===== src/sv/smcd_pkg.sv =====
// ============================================================================
// smcd_pkg
// Shared types, constants and helper functions for the decimating separable
// 2D filter with mirrored borders.
// ============================================================================
package smcd_pkg;

    // Default sizing of the top level
    localparam int DEF_MAX_SIDE  = 256;
    localparam int DEF_MAX_ORDER = 3;
    localparam int DEF_MAX_DOWN  = 4;

    // Field and register widths
    localparam int COORD_W  = 8;
    localparam int SAMPLE_W = 16;
    localparam int TAP_W    = 16;
    localparam int OUT_W    = 32;
    localparam int ORDER_W  = 2;
    localparam int DOWN_W   = 3;
    localparam int OSIDE_W  = 9;
    localparam int TLO_W    = 64;
    localparam int THI_W    = 48;
    localparam int SIZE_W   = OSIDE_W + DOWN_W;   // input side, out side * factor
    localparam int CTR_W    = COORD_W + DOWN_W;   // window center
    localparam int IDX_W    = SIZE_W + 2;         // signed window index
    localparam int TT_W     = 2 * TAP_W;          // tap by tap product
    localparam int PROD_W   = TT_W + SAMPLE_W;    // full term
    localparam int SHIFT    = 28;

    // APB port geometry: 64-bit data, registers at 8-byte steps
    localparam int PADDR_W = 6;
    localparam int PDATA_W = 64;

    typedef enum logic [2:0] {
        REG_ORDER     = 3'd0,
        REG_DOWN      = 3'd1,
        REG_OUT_COLS  = 3'd2,
        REG_OUT_ROWS  = 3'd3,
        REG_TAPS_LOW  = 3'd4,
        REG_TAPS_HIGH = 3'd5
    } reg_idx_t;

    typedef enum logic {
        ACT_WRITE = 1'b0,
        ACT_READ  = 1'b1
    } action_t;

    typedef enum logic [1:0] {
        STAT_OK    = 2'd0,
        STAT_COORD = 2'd1,
        STAT_GEOM  = 2'd2
    } status_t;

    typedef struct packed {
        logic                       action;
        logic [COORD_W-1:0]         row;
        logic [COORD_W-1:0]         col;
        logic signed [SAMPLE_W-1:0] sample;
    } item_t;

    typedef struct packed {
        logic signed [OUT_W-1:0] filtered;
        logic [1:0]              status;
    } result_t;

    // Derived input geometry
    typedef struct packed {
        logic              ok;
        logic [SIZE_W-1:0] in_rows;
        logic [SIZE_W-1:0] in_cols;
    } geom_t;

    // One window term handed to the multiply-accumulate pipe
    typedef struct packed {
        logic                    vld;
        logic                    first;
        logic                    last;
        logic signed [TAP_W-1:0] ty;
        logic signed [TAP_W-1:0] tx;
    } mac_issue_t;

    // Pick tap k out of the two tap registers
    function automatic logic signed [TAP_W-1:0] tap_sel(
        input logic [TLO_W-1:0] lo,
        input logic [THI_W-1:0] hi,
        input logic [2:0]       k
    );
        logic [TAP_W-1:0] bits;
        case (k)
            3'd0:    bits = lo[15:0];
            3'd1:    bits = lo[31:16];
            3'd2:    bits = lo[47:32];
            3'd3:    bits = lo[63:48];
            3'd4:    bits = hi[15:0];
            3'd5:    bits = hi[31:16];
            3'd6:    bits = hi[47:32];
            default: bits = '0;
        endcase
        return $signed(bits);
    endfunction

    // Fold a window index back into 0..n-1 (one reflection, n > order)
    function automatic logic [SIZE_W-1:0] mirror_idx(
        input logic signed [IDX_W-1:0] i,
        input logic [SIZE_W-1:0]       n
    );
        logic signed [IDX_W-1:0] a;
        logic signed [IDX_W-1:0] ns;
        ns = $signed(IDX_W'(n));
        a  = i[IDX_W-1] ? -i : i;
        if (a >= ns)
        begin
            a = ns + ns - a - $signed(IDX_W'(2));
        end
        return a[SIZE_W-1:0];
    endfunction

endpackage


===== src/sv/smcd_mac.sv =====
// ============================================================================
// smcd_mac
// Multiply-accumulate pipe: tap product, times the sample read from the image
// store, summed over the window; then scaled down by 2^28 with floor.
// ============================================================================
module smcd_mac import smcd_pkg::*; #(
    parameter int MAX_ORDER = DEF_MAX_ORDER
) (
    input  logic                    clk,
    input  logic                    rst_n,
    input  mac_issue_t              issue,
    input  logic [SAMPLE_W-1:0]     rdata,
    output logic signed [OUT_W-1:0] filtered,
    output logic                    done
);

    localparam int TERMS = (2 * MAX_ORDER + 1) * (2 * MAX_ORDER + 1);
    localparam int ACC_W = PROD_W + $clog2(TERMS);
    localparam int RES_W = ACC_W - SHIFT;

    // Stage 1: taps, aligned with the registered RAM read
    logic                       p1_vld_reg;
    logic                       p1_first_reg;
    logic                       p1_last_reg;
    logic signed [TAP_W-1:0]    p1_ty_reg;
    logic signed [TAP_W-1:0]    p1_tx_reg;
    // Stage 2: tap product and sample
    logic                       p2_vld_reg;
    logic                       p2_first_reg;
    logic                       p2_last_reg;
    logic signed [TT_W-1:0]     p2_tt_reg;
    logic signed [SAMPLE_W-1:0] p2_smp_reg;
    // Stage 3: full term
    logic                       p3_vld_reg;
    logic                       p3_first_reg;
    logic                       p3_last_reg;
    logic signed [PROD_W-1:0]   p3_prod_reg;
    // Accumulator
    logic signed [ACC_W-1:0]    acc_reg;
    logic                       done_reg;

    logic signed [TT_W-1:0]     tt;
    logic signed [PROD_W-1:0]   prod;
    logic signed [ACC_W-1:0]    acc_base;
    logic signed [RES_W-1:0]    shifted;

    assign tt       = p1_ty_reg * p1_tx_reg;
    assign prod     = p2_tt_reg * p2_smp_reg;
    assign acc_base = p3_first_reg ? '0 : acc_reg;

    // Advance control bits
    always_ff @(posedge clk or negedge rst_n)
    begin
        if (!rst_n)
        begin
            p1_vld_reg <= 1'b0;
            p2_vld_reg <= 1'b0;
            p3_vld_reg <= 1'b0;
            done_reg   <= 1'b0;
        end
        else
        begin
            p1_vld_reg <= issue.vld;
            p2_vld_reg <= p1_vld_reg;
            p3_vld_reg <= p2_vld_reg;
            done_reg   <= p3_vld_reg && p3_last_reg;
        end
    end

    // Advance payload
    always_ff @(posedge clk)
    begin
        p1_first_reg <= issue.first;
        p1_last_reg  <= issue.last;
        p1_ty_reg    <= issue.ty;
        p1_tx_reg    <= issue.tx;
        p2_first_reg <= p1_first_reg;
        p2_last_reg  <= p1_last_reg;
        p2_tt_reg    <= tt;
        p2_smp_reg   <= $signed(rdata);
        p3_first_reg <= p2_first_reg;
        p3_last_reg  <= p2_last_reg;
        p3_prod_reg  <= prod;
        if (p3_vld_reg)
        begin
            acc_reg <= acc_base + ACC_W'(p3_prod_reg);
        end
    end

    // Floor shift; the window sum is too narrow to leave the 32-bit range
    assign shifted  = acc_reg[ACC_W-1:SHIFT];
    assign filtered = OUT_W'(shifted);
    assign done     = done_reg;

endmodule


===== config.mk =====
export PLATFORM = sky130hd
export DESIGN_NAME = smcd_mac
export DESIGN_NICKNAME = d
export VERILOG_FILES = /design/src/sv/smcd_pkg.sv /design/src/sv/smcd_mac.sv
export SDC_FILE = /design/constraint.sdc
export NUM_CORES = 2
export LEC_CHECK = 0
export BUFFER_PORTS_ARGS = -buffer_cell sky130_fd_sc_hd__buf_2
export CORE_MARGIN = 4
export CORE_UTILIZATION = 56
export CTS_CLUSTER_SIZE = 30
export DETAILED_ROUTE_END_ITERATION = 8
export PLACE_DENSITY_LB_ADDON = 0.05
export SYNTH_ARGS = -nofsm -noshare
export SYNTH_HDL_FRONTEND = slang
export SYNTH_SLANG_ARGS = --single-unit

===== constraint.sdc =====
create_clock -name clk -period 5.95 [get_ports clk]
set_input_delay 0.8925 -clock clk [delete_from_list [all_inputs] [get_ports clk]]
set_output_delay 0.8925 -clock clk [all_outputs]
set_load 0.01 [all_outputs]

==> flow_metrics.py <==
metrics = {
    "run_status": {
        "outcome": "complete, but fails checks",
        "violations": "setup timing",
    },
    "worst_setup_path": {
        "crit_top_cell": "fa_1",
        "critical_path.max_stage_delay_ns": 0.58,
        "critPathCaptureType": "register",
        "rr_endpoint": "p3_prod_reg[47]$_DFF_P_",
        "crit_slowest_cell": "fa_2",
        "cp_max_fo": 7,
        "setup.worst_path.start_class": "register",
        "startpoint": "p2_smp_reg[4]$_DFF_P_",
        "reg2reg_depth": 21,
        "crit_chain": "and2_1 > fa_1 > inv_1 > fa_1 > fa_2 > inv_1 > fa_2 > fa_1 > inv_1 > fa_1 > inv_2 > ha_4 > a211oi_2 > nand2_1 > or3_1 > or4_4 > o221ai_4 > a31oi_4 > o41a_1 > a221oi_2 > xnor2_1",
        "reg2reg_from": "p2_smp_reg[4]$_DFF_P_",
        "crit_required_ns": 6.38,
        "crit_arrival_ns": 6.85,
        "reg2reg_slack_ns": -0.48,
        "crit_end": "p3_prod_reg[47]$_DFF_P_",
        "critPathKind": "register to register",
    },
    "global_routing": {
        "met2_usage_pct": 46.5,
        "grtUsageMet3_pct": 3.83,
        "grt_start_max_net_pins": 56,
        "track_usage_pct": 26.4,
        "grt_pass1_wl_mm": 143,
        "grt_pass1_vias": 29200,
        "use_met1_pct": 33.9,
        "gr-total-overflow": 0,
        "busiest_layer": "met2",
        "antenna_found_initial": 0,
    },
    "synthesis": {
        "syn_area_sq_um": 35600,
        "ys_ff_latch": 192,
        "synthCells": 3848,
        "synth_seq_area_share_pct": 12.4,
        "synth_nets": 4899,
        "synth-edff-count": 54,
        "synth_cell_types": 72,
        "synth_ff_type": "dfxtp_1",
        "synth_warnings": 0,
        "async_flop_share_pct": 2.08,
        "syn_avg_cell_area_sq_um": 9.25,
    },
    "cts": {
        "htree_levels": 4,
        "tritoncts": "built",
        "cts-root-buf": "clkbuf_16",
        "clk_pin_slew_ns": 0.09,
        "clkLatencyLatePin_ns": 0.51,
        "clock-sinks": 192,
        "cts_buffers": 17,
        "cts_max_path_buffers": 2,
    },
    "sta": {
        "relSlewSlack_pct": 38.8,
        "fin_tns_setup_ns": -3.88,
        "period_minus_slack_ns": 6.43,
        "rsz0062_at_grt": "yes",
        "maxSlewViolCount": 0,
        "fin_skew_ns": 0.0241,
        "hold_viol_final": 0,
        "setup_slack_ns": -0.475,
        "tightest_slew_ns": 0.915,
        "setup_viol": 16,
        "fmax_ghz": 0.156,
        "fin_crit_sh_pct": 108,
    },
    "layout": {
        "final_common_cell": "inv_1",
        "largest_reg_flops": 54,
        "nets": 5256,
        "mostFrequentLayoutCells": "inv_1 (834), fa_1 (709), nand2_1 (484)",
        "drive_above_1_share_pct": 20.0,
        "final_area_sq_um": 42000,
        "fin_util_pct": 66.7,
        "antenna_cells": 0,
        "areaGrowthSynthToFinish_pct": 18.0,
    },
    "die": {
        "rows": 92,
        "die_x_um": 260,
        "fp.coreArea_sq_um": 63000,
        "io_pins": 86,
        "initial_utilization_pct": 56.5,
        "fp.dieH_um": 260,
        "die-area_sq_um": 67600,
    },
    "placement": {
        "dp_slack_ns": -0.682,
        "place_hpwl_mm": 72.6,
        "placed_area_sq_um": 39400,
        "gp_congestion": 0.914,
        "port_buffers": 85,
    },
    "drt": {
        "drt_first_pass_iters": 6,
        "drc": 0,
        "route.vias.total": 26400,
        "vias_per_cell": 5.21,
        "ant_nets": 0,
        "drt_first_iter_violations": 1543,
        "wl_per_cell_um": 17.2,
        "drt_wl_total_mm": 87.3,
    },
    "run": {
        "cap_viol_max_count": 0,
    },
    "worst_hold_path": {
        "holdCritPathClass": "primary input to async pin",
    },
}
cell families after synthesis:
kind of cell / after synthesis / synth area share [%]
compound gates: 373 / 6.98
mux: 1 / 0.0316
simple gates: 1107 / 15.1
xor+xnor: 132 / 3.25
fa+ha+maj: 998 / 50.9
buf+inv: 1045 / 11.4
flops: 192 / 12.4
critical path, delay by kind of cell (launching register included):
family          cells  cell delay [ns]
flops               1             0.39
compound gates      5             1.26
xor+xnor            1             0.14
fa+ha+maj           7             3.24
simple gates        4             1.06
buf+inv             4             0.24
synthesized netlist by cell type, types with 6 or more instances:
| cell type | number | area [sq um] |
|---|---|---|
| inv_1 | 865 | 3250 |
| fa_1 | 749 | 15000 |
| nand2_1 | 508 | 1910 |
| and2_1 | 302 | 1890 |
| ha_1 | 249 | 3120 |
| clkbuf_1 | 142 | 533 |
| dfxtp_1 | 134 | 2680 |
| a21oi_1 | 109 | 546 |
| nor2_1 | 98 | 368 |
| xnor2_1 | 95 | 832 |
| a21o_1 | 71 | 533 |
| nor2b_1 | 62 | 388 |
| edfxtp_1 | 54 | 1620 |
| o21ai_0 | 53 | 265 |
| xor2_1 | 37 | 324 |
| nand3_1 | 35 | 175 |
| buf_4 | 32 | 240 |
| nand2b_1 | 27 | 169 |
| nor3_1 | 21 | 105 |
| a31oi_1 | 17 | 106 |
| o21bai_1 | 17 | 128 |
| a211oi_1 | 16 | 120 |
| and3_1 | 14 | 87.6 |
| o211ai_1 | 12 | 90.1 |
| nand4_1 | 11 | 68.8 |
| o21a_1 | 11 | 82.6 |
| o2111ai_1 | 7 | 61.3 |
| or2_2 | 7 | 43.8 |
| nor3b_1 | 6 | 45.0 |
per-layer routing:
metal	vias up	part of all wire, %
met3	169	4.2
met5	-	0
li1	12200	-
met1	13400	43
met4	0	3.1
met2	624	50
timing repair:
| item | in CTS | in global routing |
|---|---|---|
| gates cloned | 2 | 3 |
| resized for setup | 162 | 229 |
| endpoints found under the setup margin | 28 | 32 |
| buffers inserted | 26 | 49 |
| hold buffers | 0 | 0 |
| pin swaps | 65 | 152 |
layout make-up:
cell class,instances,area (sq um)
Multi-Input combinational cell,2611,28100
Sequential cell,192,4550
Clock inverter,13,155
Inverter,867,3260
Fill cell,5075,21000
Clock buffer,19,464
Timing Repair Buffer,516,4370
Tap cell,846,1060
metrics by stage:
| stage | hold slack, ns | std cells |
|---|---|---|
| 6_report | 0.183 | 5064 |
| 4_1_cts | 0.153 | 5018 |
| 3_3_place_gp | 0.312 | 4959 |
| 5_1_grt | 0.165 | 5064 |
| 3_5_place_dp | 0.318 | 4959 |
| 2_1_floorplan | 0.310 | 3848 |
worst min-delay path by stage:
stage	startpoint	end	slack, ns	depth (start not counted)
floorplan	p1_first_reg$_DFF_P_	p2_first_reg$_DFF_P_	0.31	0
global placement	p2_last_reg$_DFF_P_	p3_last_reg$_DFF_P_	0.31	0
detailed placement	p2_last_reg$_DFF_P_	p3_last_reg$_DFF_P_	0.32	0
CTS	rst_n	p1_vld_reg$_DFF_PN0_	0.15	1
global route	rst_n	done$_DFF_PN0_	0.17	1
finish	rst_n	p1_vld_reg$_DFF_PN0_	0.18	1
Power is left out: the tool's default activity adds up to more than one toggle a clock period on the data nets, which glitch-free logic cannot reach.
