## src/sv/smcd_pkg.sv

```systemverilog
// ============================================================================
// smcd_pkg
// Shared types, constants and helper functions for the decimating separable
// 2D filter with mirrored borders.
// ============================================================================
package smcd_pkg;

    // Default sizing of the top level
    localparam int DEF_MAX_SIDE  = 256;
    localparam int DEF_MAX_ORDER = 3;
    localparam int DEF_MAX_DOWN  = 4;

    // Field and register widths
    localparam int COORD_W  = 8;
    localparam int SAMPLE_W = 16;
    localparam int TAP_W    = 16;
    localparam int OUT_W    = 32;
    localparam int ORDER_W  = 2;
    localparam int DOWN_W   = 3;
    localparam int OSIDE_W  = 9;
    localparam int TLO_W    = 64;
    localparam int THI_W    = 48;
    localparam int SIZE_W   = OSIDE_W + DOWN_W;   // input side, out side * factor
    localparam int CTR_W    = COORD_W + DOWN_W;   // window center
    localparam int IDX_W    = SIZE_W + 2;         // signed window index
    localparam int TT_W     = 2 * TAP_W;          // tap by tap product
    localparam int PROD_W   = TT_W + SAMPLE_W;    // full term
    localparam int SHIFT    = 28;

    // APB port geometry: 64-bit data, registers at 8-byte steps
    localparam int PADDR_W = 6;
    localparam int PDATA_W = 64;

    typedef enum logic [2:0] {
        REG_ORDER     = 3'd0,
        REG_DOWN      = 3'd1,
        REG_OUT_COLS  = 3'd2,
        REG_OUT_ROWS  = 3'd3,
        REG_TAPS_LOW  = 3'd4,
        REG_TAPS_HIGH = 3'd5
    } reg_idx_t;

    typedef enum logic {
        ACT_WRITE = 1'b0,
        ACT_READ  = 1'b1
    } action_t;

    typedef enum logic [1:0] {
        STAT_OK    = 2'd0,
        STAT_COORD = 2'd1,
        STAT_GEOM  = 2'd2
    } status_t;

    typedef struct packed {
        logic                       action;
        logic [COORD_W-1:0]         row;
        logic [COORD_W-1:0]         col;
        logic signed [SAMPLE_W-1:0] sample;
    } item_t;

    typedef struct packed {
        logic signed [OUT_W-1:0] filtered;
        logic [1:0]              status;
    } result_t;

    // Derived input geometry
    typedef struct packed {
        logic              ok;
        logic [SIZE_W-1:0] in_rows;
        logic [SIZE_W-1:0] in_cols;
    } geom_t;

    // One window term handed to the multiply-accumulate pipe
    typedef struct packed {
        logic                    vld;
        logic                    first;
        logic                    last;
        logic signed [TAP_W-1:0] ty;
        logic signed [TAP_W-1:0] tx;
    } mac_issue_t;

    // Pick tap k out of the two tap registers
    function automatic logic signed [TAP_W-1:0] tap_sel(
        input logic [TLO_W-1:0] lo,
        input logic [THI_W-1:0] hi,
        input logic [2:0]       k
    );
        logic [TAP_W-1:0] bits;
        case (k)
            3'd0:    bits = lo[15:0];
            3'd1:    bits = lo[31:16];
            3'd2:    bits = lo[47:32];
            3'd3:    bits = lo[63:48];
            3'd4:    bits = hi[15:0];
            3'd5:    bits = hi[31:16];
            3'd6:    bits = hi[47:32];
            default: bits = '0;
        endcase
        return $signed(bits);
    endfunction

    // Fold a window index back into 0..n-1 (one reflection, n > order)
    function automatic logic [SIZE_W-1:0] mirror_idx(
        input logic signed [IDX_W-1:0] i,
        input logic [SIZE_W-1:0]       n
    );
        logic signed [IDX_W-1:0] a;
        logic signed [IDX_W-1:0] ns;
        ns = $signed(IDX_W'(n));
        a  = i[IDX_W-1] ? -i : i;
        if (a >= ns)
        begin
            a = ns + ns - a - $signed(IDX_W'(2));
        end
        return a[SIZE_W-1:0];
    endfunction

endpackage

```

## src/sv/smcd_geom.sv

```systemverilog
// ============================================================================
// smcd_geom
// Geometry decoder: derives the input grid size from the output size and the
// decimation factor, and flags any setting the filter cannot run with.
// ============================================================================
module smcd_geom import smcd_pkg::*; #(
    parameter int MAX_SIDE  = DEF_MAX_SIDE,
    parameter int MAX_ORDER = DEF_MAX_ORDER,
    parameter int MAX_DOWN  = DEF_MAX_DOWN
) (
    input  logic [ORDER_W-1:0] order,
    input  logic [DOWN_W-1:0]  down_factor,
    input  logic [OSIDE_W-1:0] out_cols,
    input  logic [OSIDE_W-1:0] out_rows,
    output geom_t              geom
);

    localparam logic [OSIDE_W-1:0] OSIDE_MAX = OSIDE_W'(256);

    logic [SIZE_W-1:0] in_cols;
    logic [SIZE_W-1:0] in_rows;
    logic              bad_order;
    logic              bad_down;
    logic              bad_out;
    logic              bad_side;
    logic              bad_fold;

    // Scale output size up to the input grid
    assign in_cols = SIZE_W'(out_cols) * SIZE_W'(down_factor);
    assign in_rows = SIZE_W'(out_rows) * SIZE_W'(down_factor);

    // Check each limit
    assign bad_order = int'(order) > MAX_ORDER;
    assign bad_down  = (down_factor == '0) || (int'(down_factor) > MAX_DOWN);
    assign bad_out   = (out_cols == '0) || (out_cols > OSIDE_MAX)
                    || (out_rows == '0) || (out_rows > OSIDE_MAX);
    assign bad_side  = (int'(in_cols) > MAX_SIDE) || (int'(in_rows) > MAX_SIDE);
    // A side no larger than the order would need more than one reflection
    assign bad_fold  = (in_cols <= SIZE_W'(order)) || (in_rows <= SIZE_W'(order));

    assign geom.ok      = !(bad_order || bad_down || bad_out || bad_side || bad_fold);
    assign geom.in_rows = in_rows;
    assign geom.in_cols = in_cols;

endmodule

```

## config.mk

```make
export PLATFORM = sky130hd
export DESIGN_NAME = smcd_geom
export DESIGN_NICKNAME = d
export VERILOG_FILES = /design/src/sv/smcd_pkg.sv /design/src/sv/smcd_geom.sv
export SDC_FILE = /design/constraint.sdc
export NUM_CORES = 1
export LEC_CHECK = 0
export BUFFER_PORTS_ARGS = -buffer_cell sky130_fd_sc_hd__buf_4
export CORE_MARGIN = 3
export CORE_UTILIZATION = 61
export DETAILED_ROUTE_END_ITERATION = 8
export GPL_ROUTABILITY_DRIVEN = 0
export PLACE_DENSITY = 0.93
export SLEW_MARGIN = 20
export SYNTH_ARGS = -nofsm -noshare
export SYNTH_HDL_FRONTEND = slang
export SYNTH_SLANG_ARGS = --single-unit
```

## constraint.sdc

```tcl
create_clock -name vclk -period 7.4
set_input_delay 1.11 -clock vclk [all_inputs]
set_output_delay 1.11 -clock vclk [all_outputs]
set_load 0.005 [all_outputs]
```

==> run summary, run 1 <==
status: finished clean
final WL: 3840 um
worst-margin pin slew: 0.383 ns
Final period util: 0.734
met3 global-route usage: 0.00871
row count: 18
initial antenna violation count: 0
Slew headroom: 0.741
Worst Path Arrival: 4.32 ns
fin util: 0.815
Most Used Layer, Global Route: met2
required time of the critical path: 6.29 ns
DR vias: 1,683
Ys Warns: 0
post-cts gate resize count: 0
Hold-fix buffers, CTS: 0
nets@finish: 343
Cell Chain, Critical Path: buf_4, and2_1, fa_1, ha_1, inv_1, fa_1, nor2b_1, o22ai_2, xnor2_1, or4_1, nor4_1, o22ai_1, nor4_2, buf_4
clock buffers: 0
core area: 2570 sq um
dominant cell type by area after synthesis: ha_1
fraction of layout cells with a size suffix above 1: 0.203
Mean Syn Cell Area: 7.32 sq um
Max Fclk: 184 MHz
share of the synthesized area in the top cell type: 0.189
FF+latch count: 0
final setup vio count: 0
Overflow after GRT: 0
CP max-delay cell: or4_1
Tmin final: 5.43 ns
Pwr per Cell Area: 99.7 nW/um^2
final hold vios: 0
I/O pin cnt: 48
largest net degree at the start of global routing: 20
Final ANT Viol Nets: 0
First DRT Iteration DRCs: 44
first-pass GRT wire length: 6760 um
Port-buffer cells: 48
synth top area cells: ha_1 19%, fa_1 19%, nand2_1 9.4%
ANT cells: 0
Filler Cell Count: 208
GR met2 Demand/Resource: 0.421
HP Class: in -> out
Fin Setup TNS: 0 ns
post-CTS setup buffer count: 0
worst-path fanout max: 19
DRC Markers: 0
slowest cell delay on critical path: 0.56 ns
RSZ-0062 raised after global routing: false
Die Width: 59.1 um
Die Y: 59.1 um
DR vias/cell: 5.50
Post-Syn Nets: 300
Storage cell area: 0 sq um
detailed placement HPWL: 3310 um
Power, Total: 0.000209 W
Worst setup SP type: input pin
post-synthesis cell area: 1720 sq um
die area: 3490 sq um
CP Capture Type: output pin
Pleak: 1.16 nW
Synth cell types: 42
DR pass1 iterations: 4
number of global-route vias before repair: 1,613
overall routing resource usage: 0.238
initial core utilization: 0.670
Non-Filler Instances: 306
Slew Viols, Final: 0
Placed Cells: 306
Multi-input gate area: 1570 sq um
Seq/Total Area, Yosys: 0
Layout area overhead: 21.6%
routing usage on met1: 0.327
DR WL/cell: 12.5 um
Mapped Cells: 235
max_cap viols: 0
Crit Path Class: in -> out
Max VDD drop: 0.0926 mV
power by group:
part / switching, W / internal, W
sequential: 0 / 0
combinational: 0.000105 / 0.000104
clock: 0 / 0
total: 0.000105 / 0.000104
worst max-delay path: cells and delay by family:
kind | cells | cell delay, ns
compound gates | 2 | 0.27
simple gates | 5 | 1.30
fa+ha+maj | 3 | 1.11
xor+xnor | 1 | 0.14
buf+inv | 3 | 0.39
synth_stat cells, types with 7 or more instances:
master / number
nand2_1: 43
inv_1: 34
ha_1: 26
and2_1: 16
fa_1: 16
nor2_1: 12
xnor2_1: 8
xor2_1: 8
clkbuf_1: 7
placed cells by master (no fill, tap or decap), drive strengths merged, types with 2 or more instances in the layout:
cell type / Yosys / routed
o21ai: 5 / 5
o22ai: 3 / 3
xor2: 8 / 8
nand2b: 3 / 3
nor2b: 6 / 6
a211o: 3 / 3
a21oi: 8 / 8
inv: 34 / 34
ha: 26 / 26
and2: 16 / 16
nand2: 43 / 43
nor4: 7 / 7
nor2: 12 / 12
o21a: 6 / 6
a211oi: 3 / 3
or2: 2 / 2
nor3: 2 / 2
xnor2: 8 / 8
fa: 16 / 16
buf: 0 / 48
cell families after synthesis:
logic type | synth area share
simple gates | 0.287
fa+ha+maj | 0.375
buf+inv | 0.0895
compound gates | 0.161
xor+xnor | 0.0815
mux | 0.00582
path summary, 6_finish.rpt:
check,startpoint,endpoint,slack [ns],cells after the start
max,down_factor[2],geom[24],1.97,14
min,out_cols[0],geom[0],2.57,4
final cells by class:
type | count | area share
multi-input combinational | 194 | 0.749
timing repair buffer | 48 | 0.172
inverter | 34 | 0.0610
tap | 30 | 0.0179
layer usage:
metal	up-vias	share of wire
li1	867	-
met1	763	0.47
met2	49	0.46
met3	4	0.060
met4	0	0.0089
met5	-	0
stage by stage:
| stage | worst slack (ns) | instance area, sq um | hold slack (ns) |
|---|---|---|---|
| after detailed placement | 1.97 | 2090 | 2.56 |
| after global routing | 1.78 | 2090 | 2.61 |
| final | 1.97 | 2090 | 2.57 |
| after global placement | 2.03 | 2090 | 2.56 |
| after floorplan | 2.10 | 1720 | 2.33 |
| after CTS | 1.95 | 2090 | 2.56 |
No activity file was read; power rests on OpenSTA's default activity.
==> run 2: changes to the inputs <==
--- a/config.mk
+++ b/config.mk
@@ -7,10 +7,10 @@
 export LEC_CHECK = 0
 export BUFFER_PORTS_ARGS = -buffer_cell sky130_fd_sc_hd__buf_4
 export CORE_MARGIN = 3
-export CORE_UTILIZATION = 61
+export CORE_UTILIZATION = 51
 export DETAILED_ROUTE_END_ITERATION = 8
 export GPL_ROUTABILITY_DRIVEN = 0
-export PLACE_DENSITY = 0.93
+export PLACE_DENSITY = 0.83
 export SLEW_MARGIN = 20
 export SYNTH_ARGS = -nofsm -noshare
 export SYNTH_HDL_FRONTEND = slang
==> constraint.sdc (replaced) <==
create_clock -name vclk -period 4.79
set_input_delay 0.7185 -clock vclk [all_inputs]
set_output_delay 0.7185 -clock vclk [all_outputs]
set_load 0.005 [all_outputs]
==> run 2 against run 1 <==
Sequential cell count unchanged. Design area up 2.0%. Core utilization is 13 points lower. Clock-buffer cell count unchanged. First-iteration DRC count grew to 3.1 times the previous value. Critical path depth is the same. Critical endpoint unchanged. Global-route usage shrank 4.4 points. Die area is 18% higher.
==> run summary, run 2 (synthesized netlist as in run 1, its figures left out) <==
Met3 Routed Length: 167 um
Max Fclk: 219 MHz
met2 wire len: 1870 um
Fin Setup TNS: 0 ns
Port-buffer cells: 48
Slew headroom: 0.712
number of global-route vias before repair: 1,592
overall routing resource usage: 0.195
final hold vios: 0
status: finished clean
Overflow after GRT: 0
I/O pin cnt: 48
final WL: 3880 um
initial antenna violation count: 0
DR pass1 iterations: 4
max_cap viols: 0
Pleak: 1.18 nW
Cell Chain, Critical Path: buf_4, and2_1, fa_1, ha_1, inv_1, fa_1, nor2b_2, o22ai_2, xnor2_1, or4_1, nor4_2, o22ai_1, nor4_2, buf_4
CP max-delay cell: or4_1
detailed placement HPWL: 3360 um
Crit Path Class: in -> out
First DRT Iteration DRCs: 135
Clock power frac: 0
CP Buf/Inv Count: 3
Storage cell area: 0 sq um
internal power: 0.000161 W
Die Y: 64.1 um
ANT cells: 0
Tmin final: 4.56 ns
Worst setup SP type: input pin
Min Hold Slack: 1.80 ns
met1 wire length: 1830 um
HP Class: in -> out
initial core utilization: 0.550
Worst Setup EP: geom[24]
Worst Path Arrival: 3.84 ns
DR vias/cell: 5.25
crit-path leading delay family: simple AND/OR/NAND/NOR gates
commonest cells after routing, fill and taps aside: 50 x buf_4, 43 x nand2_1, 34 x inv_1
DR vias: 1,691
Combinational Power Share: 1.000
nets@finish: 345
most common cell after layout, fill and taps aside: buf_4
Die Width: 64.1 um
largest net degree at the start of global routing: 20
required time of the critical path: 4.07 ns
Layout area overhead: 24.0%
row count: 20
RSZ-0062 raised after global routing: false
switching share of power: 0.501
die area: 4110 sq um
first-pass GRT wire length: 6750 um
DRC Markers: 0
Pwr per Cell Area: 152 nW/um^2
DR WL/cell: 12.0 um
Final period util: 0.952
worst-margin pin slew: 0.426 ns
fraction of layout cells with a size suffix above 1: 0.216
Filler Cell Count: 267
Slew Viols, Final: 0
post-CTS setup buffer count: 0
Max VDD drop: 0.0843 mV
Sequential Power Share: 0
worst-path fanout max: 19
FF+latch count: 0
crit path from: down_factor[1]
DR top layer: met4
Worst path depth: 14
Final ANT Viol Nets: 0
clock buffers: 0
P_sw: 0.000162 W
final setup vio count: 0
CP Capture Type: output pin
slowest cell delay on critical path: 0.59 ns
core area: 3130 sq um
## run 2: per-stage QoR
stage / instance area (sq um) / cells / power, W / setup slack, ns / util
2_1_floorplan: 1720 / 235 / 0.000200 / 0.275 / -
3_3_place_gp: 2120 / 322 / 0.000316 / 0.210 / 0.679
3_5_place_dp: 2120 / 322 / 0.000323 / 0.147 / 0.679
4_1_cts: 2120 / 322 / 0.000324 / 0.131 / 0.679
5_1_grt: 2130 / 322 / 0.000365 / 0.00922 / 0.682
6_report: 2130 / 322 / 0.000323 / 0.229 / 0.682
## run 2: what timing repair did
item,4_1_cts,5_1_grt
gates resized for setup,0,3
setup endpoints to repair,0,1
hold buffers,0,0
## run 2: power groups by stage
stage	Sequential, W	Clock (W)	Combinational [W]
6_report	0	0	0.000323
4_1_cts	0	0	0.000324
2_1_floorplan	0	0	0.000200
3_3_place_gp	0	0	0.000316
3_5_place_dp	0	0	0.000323
5_1_grt	0	0	0.000365
## run 2: how the worst min path moves through the flow
stage,startpoint,endpoint,slack (ns),depth (start not counted)
final,out_cols[0],geom[0],1.80,4
after global routing,out_cols[0],geom[0],1.85,4
after CTS,out_cols[0],geom[0],1.81,4
after detailed placement,out_cols[0],geom[0],1.81,4
after global placement,out_cols[0],geom[0],1.79,4
after floorplan,out_rows[0],geom[12],1.55,2
## run 2: routing by layer
| metal | track usage | up-vias |
|---|---|---|
| met3 | 0.00879 | 2 |
| met2 | 0.343 | 41 |
| li1 | - | 863 |
| met1 | 0.276 | 785 |
| met4 | 0.00539 | 0 |
| met5 | 0 | - |
## run 2: layout make-up
type / count / area [sq um] / area share
repair buffers: 50 / 375 / 0.176
inverters: 34 / 128 / 0.0598
multi-input cells: 194 / 1580 / 0.738
well taps: 44 / 55.1 / 0.0258
